[config.mk]
export PLATFORM = sky130hd
export DESIGN_NAME = pacs_queue
export DESIGN_NICKNAME = d
export VERILOG_FILES = /design/src/hw/rtl/pacs_pkg.sv /design/src/hw/rtl/pacs_queue.sv
export SDC_FILE = /design/constraint.sdc
export NUM_CORES = 1
export LEC_CHECK = 0
export ABC_CLOCK_PERIOD_IN_PS = 12000
export BUFFER_PORTS_ARGS = -buffer_cell sky130_fd_sc_hd__buf_2
export CAP_MARGIN = 0
export CORE_MARGIN = 3
export CORE_UTILIZATION = 57
export DETAILED_ROUTE_END_ITERATION = 10
export HOLD_SLACK_MARGIN = 0.03
export PLACE_DENSITY_LB_ADDON = 0.3
export REMOVE_ABC_BUFFERS = 1
export SETUP_SLACK_MARGIN = 0.3
export SLEW_MARGIN = 20
export SYNTH_ARGS = -nofsm -noshare
export SYNTH_HDL_FRONTEND = slang
export SYNTH_SLANG_ARGS = --single-unit
[constraint.sdc]
create_clock -name i_clk -period 12 [get_ports i_clk]
set_clock_uncertainty 0.2 [all_clocks]
set_input_delay 2.4 -clock i_clk [delete_from_list [all_inputs] [get_ports i_clk]]
set_output_delay 2.4 -clock i_clk [all_outputs]
set_load 0.02 [all_outputs]
[src/hw/rtl/pacs_pkg.sv]
`default_nettype none
package pacs_pkg;

    // Field widths
    localparam int LON_W   = 32;
    localparam int LAT_W   = 31;
    localparam int COS_W   = 17;
    localparam int AREA_W  = 49;
    localparam int CENT_W  = 26;
    localparam int STAT_W  = 3;
    localparam int IN_W    = 80;
    localparam int OUT_W   = 104;

    // Arithmetic widths
    localparam int ACC_W   = 128;
    localparam int PROD_W  = LON_W + LAT_W;
    localparam int CROSS_W = 64;
    localparam int FRAC_W  = 24;
    localparam int DIV_W   = ACC_W + FRAC_W;
    localparam int DCNT_W  = $clog2(DIV_W);
    localparam int MUL_DIG = 8;
    localparam int MUL_STEPS = 64 / MUL_DIG;
    localparam int MCNT_W  = $clog2(MUL_STEPS);

    // Ring vertex counter saturates here
    localparam int MAX_RING_VERTICES = 4096;
    localparam int RCNT_W  = $clog2(MAX_RING_VERTICES + 1);
    localparam int MIN_RING_VERTICES = 4;

    // Scale factors: metres per 1e-7 degree, k*2^40 and k^2*2^53
    localparam logic [63:0] SCALE_K1 = 64'd12226028312;
    localparam logic [63:0] SCALE_K2 = 64'd1113681258800;
    localparam logic [63:0] COS_ONE  = 64'd65536;
    localparam logic [AREA_W-1:0] AREA_MAX = {AREA_W{1'b1}};
    localparam logic [CENT_W-1:0] CENT_MAX = CENT_W'(20100000);

    // Divide by three: (x * (2^49+1)/3) >> 49, exact for x below 2^48
    localparam logic [63:0] DIV3_MUL = 64'd187649984473771;
    localparam int          DIV3_SH  = 49;

    typedef enum logic [STAT_W-1:0] {
        ST_OK     = 3'd0,
        ST_SHORT  = 3'd1,
        ST_ZERO   = 3'd2,
        ST_NONPOS = 3'd3,
        ST_POLE   = 3'd4
    } t_status;

    typedef enum logic [4:0] {
        S_IDLE, S_START, S_MUL1, S_MUL2, S_CROSS, S_MUL, S_MX, S_MY, S_UPD,
        S_RING, S_FINAL, S_AREA1, S_AREA2, S_CX0, S_DIV, S_CX1, S_CX2, S_CX3,
        S_CX4, S_CX5, S_OUT
    } t_state;

    // One classified vertex
    typedef struct packed {
        logic signed [LON_W-1:0] lon;
        logic signed [LAT_W-1:0] lat;
        logic [COS_W-1:0]        cos_ref;
        logic                    ring_end;
        logic                    poly_last;
    } t_item;

    // Vertex with its valid flag, front to queue and queue to back
    typedef struct packed {
        logic  valid;
        t_item item;
    } t_slot;

endpackage
`default_nettype wire

[src/hw/rtl/pacs_queue.sv]
`default_nettype none
module pacs_queue (
    input  wire logic      i_clk,
    input  wire logic      i_rst_n,
    input  wire pacs_pkg::t_slot i_push,
    output logic           o_full,
    output pacs_pkg::t_slot o_head,
    input  wire logic      i_pop
);

    pacs_pkg::t_item r_mem [2];
    logic            r_wp, r_rp;
    logic [1:0]      r_cnt;

    assign o_full      = (r_cnt == 2'd2);
    assign o_head.valid = (r_cnt != 2'd0);
    assign o_head.item  = r_mem[r_rp];

    // Storage
    always_ff @(posedge i_clk) begin
        if (i_push.valid) begin
            r_mem[r_wp] <= i_push.item;
        end
    end

    // Pointers and fill level
    always_ff @(posedge i_clk) begin
        if (!i_rst_n) begin
            r_wp  <= 1'b0;
            r_rp  <= 1'b0;
            r_cnt <= 2'd0;
        end else begin
            if (i_push.valid) r_wp <= !r_wp;
            if (i_pop)        r_rp <= !r_rp;
            r_cnt <= r_cnt + 2'(i_push.valid) - 2'(i_pop);
        end
    end

endmodule
`default_nettype wire

==> key figures <==
Run status
  • Status: finished, final reports clean

Layout
  • Area Overhead vs Synth: 22.3%
  • # nets final: 547
  • Share of layout cells above drive strength 1: 60.6%
  • Final-layout fill cell count: 688
  • Most frequent cells in the layout: buf_2 (169), edfxtp_1 (164), mux2_4 (80)
  • Layout Cells excl Fill: 612
  • Antenna cells: 0
  • Most common cell after layout, fill and taps aside: buf_2

Critical path
  • Critical Path Source Type: register
  • Critical path type: reg2out
  • Req. time, crit path: 9.40 ns
  • Setup crit end kind: output port
  • Worst endpoint data arrival time: 2.61 ns
  • CP max FO: 59

STA
  • Final Critical Period: 5.21 ns
  • Final period util: 43.5%
  • Slew Viols, Final: 0
  • Hold Slack: 0.390 ns
  • Slew headroom: 27.0%
  • Setup ws final: 6.79 ns
  • Setup TNS: 0 ns
  • Setup violators final: 0
  • Max Clk Rate: 0.192 GHz
  • Tightest Pin Transition: 1.09 ns
  • Fin. Hold Viols: 0
  • Unrepaired setup endpoints after global routing: no

Yosys
  • Mux contribution to synthesized area: 18.7%
  • Compound-gate portion of the synthesized area: 0.115%
  • Main combinational cell family by area after synthesis: multiplexers
  • Xor/xnor share of the synthesized area: 0.478%
  • Synthesized area per cell: 23.7 um^2
  • Distinct cells, synth: 14
  • Post-synthesis adder-cell area fraction: 0.382%
  • Leading post-synthesis cells by cell area: edfxtp_1 (75%), mux2_4 (18%), buf_12 (2.4%)
  • Register area share after synthesis: 76.7%
  • Synth Register Bits: 169
  • Simple logic cell fraction of the synthesized area: 0.860%
  • Synthesized instance count: 276
  • Mapped cell area: 0.00655 mm^2
  • Largest area contributor in the netlist: edfxtp_1
  • Synth top area share: 75.2%
  • Synth warn: 0

Clock tree
  • Cts hold-fix bufs: 0
  • Clock Sinks: 169
  • CTS tree: yes
  • Post-CTS Setup Inserts: 0
  • CTS max path bufs: 2
  • Cts bufs inserted: 17
  • # resized after CTS: 0
  • H-tree Lvls: 4
  • Clock transition at the registers of the reported paths: 0.06 ns
  • Worst skew pair latency: 0.41 ns
  • Root Driver: clkbuf_16

Routing
  • Routed WL: 10.8 mm
  • Iter 0 DRT Violations: 144
  • 1st-pass router iterations: 4
  • Wire per inst: 17.7 um
  • Vias per inst: 5.08
  • Remaining antenna violation count: 0
  • Drt drc: 0
  • DR vias: 3107

Floorplanning
  • Placement Rows: 38
  • I/O Pins: 170
  • Die area: 0.0128 mm^2
  • Core area: 0.0110 mm^2
  • Initial core utilization: 59.4%
  • Die Wd: 113 um
  • Die Span Y: 113 um

Power
  • Cell Pwr Density: 170 mW/mm^2
  • Max rail drop VDD: 0.102 mV
  • Share of total power in combinational logic: 13.0%
  • Leak: 3.21 nW
  • Clock share of power: 35.9%
  • Internal power: 1.05 mW
  • Sw frac: 22.8%
  • Psw: 0.311 mW
  • Seq pwr share: 51.1%

Flow run
  • Max_cap viols: 0

GRT
  • Largest net degree at the start of global routing: 83
  • Number of global-route vias before repair: 3285
  • First-pass GRT wire length: 16.7 mm
  • Gr ovfl total: 0
  • Antenna violations before repair: 1
  • GRT Total Usage: 17.4%

Placement
  • Pre-CTS setup slack: 7.24 ns
  • Buffers added on ports: 169
  • DP Wirelength: 7.11 mm
  • Placer Congestion: 0.672
  • DP Cell Count: 578

Min path
  • Hold Path Class: reg2reg
worst max-delay path, cell delays in order (launching register included):
cell and delay, ns:
dfxtp_4 0.64, buf_4 0.89, mux2_2 0.41, buf_2 0.16
final timing paths:
path / endpoint / start / slack, ns / depth (start not counted)
setup / recovery: o_head[81] / register / 6.79 / 3
hold / removal: register / r_rp$_SDFFE_PN0P_ / 0.39 / 2
setup reg to reg: r_mem[0][17]$_DFFE_PP_ / r_wp$_SDFFE_PN0P_ / 10.15 / 2
hold reg to reg: register / r_rp$_SDFFE_PN0P_ / 0.39 / 2
registers in the layout, summed over array words and instances (netlist names), named ones only:
signal and count:
r_cnt 2, r_mem 164, r_wp 1, r_rp 1
cells in the mapped netlist:
cell and n:
xor2_1 1, buf_6 1, xnor3_1 1, inv_1 2
mux2_2 2, or2_2 1, buf_12 8, edfxtp_1 164
o21a_1 1, dfxtp_1 5, and2_1 4, nor2b_1 4
mux2_4 80, ha_1 2
cell families after synthesis:
kind of cell	Yosys count
DFF	169
xor gates and xnor gates	2
and+or+nand+nor	9
AOI/OAI and AO/OA	1
buffers and inverters	11
muxes	82
adders and majority gates	2
metal layers:
layer	routed length, um	vias up	track usage [%]
li1	-	1457	-
met1	4420	1507	21.5
met2	5330	124	28.0
met3	878	17	6.15
met4	167	2	7.45
met5	16	-	0
power by group through the flow:
| stage | sequential, mW | combinational, mW | clock [mW] |
|---|---|---|---|
| 6_report | 0.696 | 0.177 | 0.488 |
| 5_1_grt | 0.699 | 0.188 | 0.529 |
| 4_1_cts | 0.696 | 0.178 | 0.500 |
| 3_5_place_dp | 0.709 | 0.177 | 0 |
| 3_3_place_gp | 0.706 | 0.174 | 0 |
| 2_1_floorplan | 0.715 | 0.120 | 0 |
area by class of cell:
type | instances | area, um^2 | area share (%)
Multi-Input combinational cell | 96 | 1350 | 16.9
Inverter | 2 | 7.51 | 0.0938
Sequential cell | 169 | 5030 | 62.8
Timing Repair Buffer | 173 | 901 | 11.3
Clock buffer | 20 | 437 | 5.45
Tap cell | 140 | 175 | 2.19
Clock inverter | 12 | 104 | 1.30
through the flow:
step	total power, mW	cell area (um^2)	utilization (%)
2_1_floorplan	0.835	6380	-
5_1_grt	1.42	8010	72.6
4_1_cts	1.37	7970	72.2
3_5_place_dp	0.886	7430	67.3
6_report	1.36	8010	72.6
3_3_place_gp	0.880	7430	67.3
Note: power is estimated with default switching activity, not from simulation.
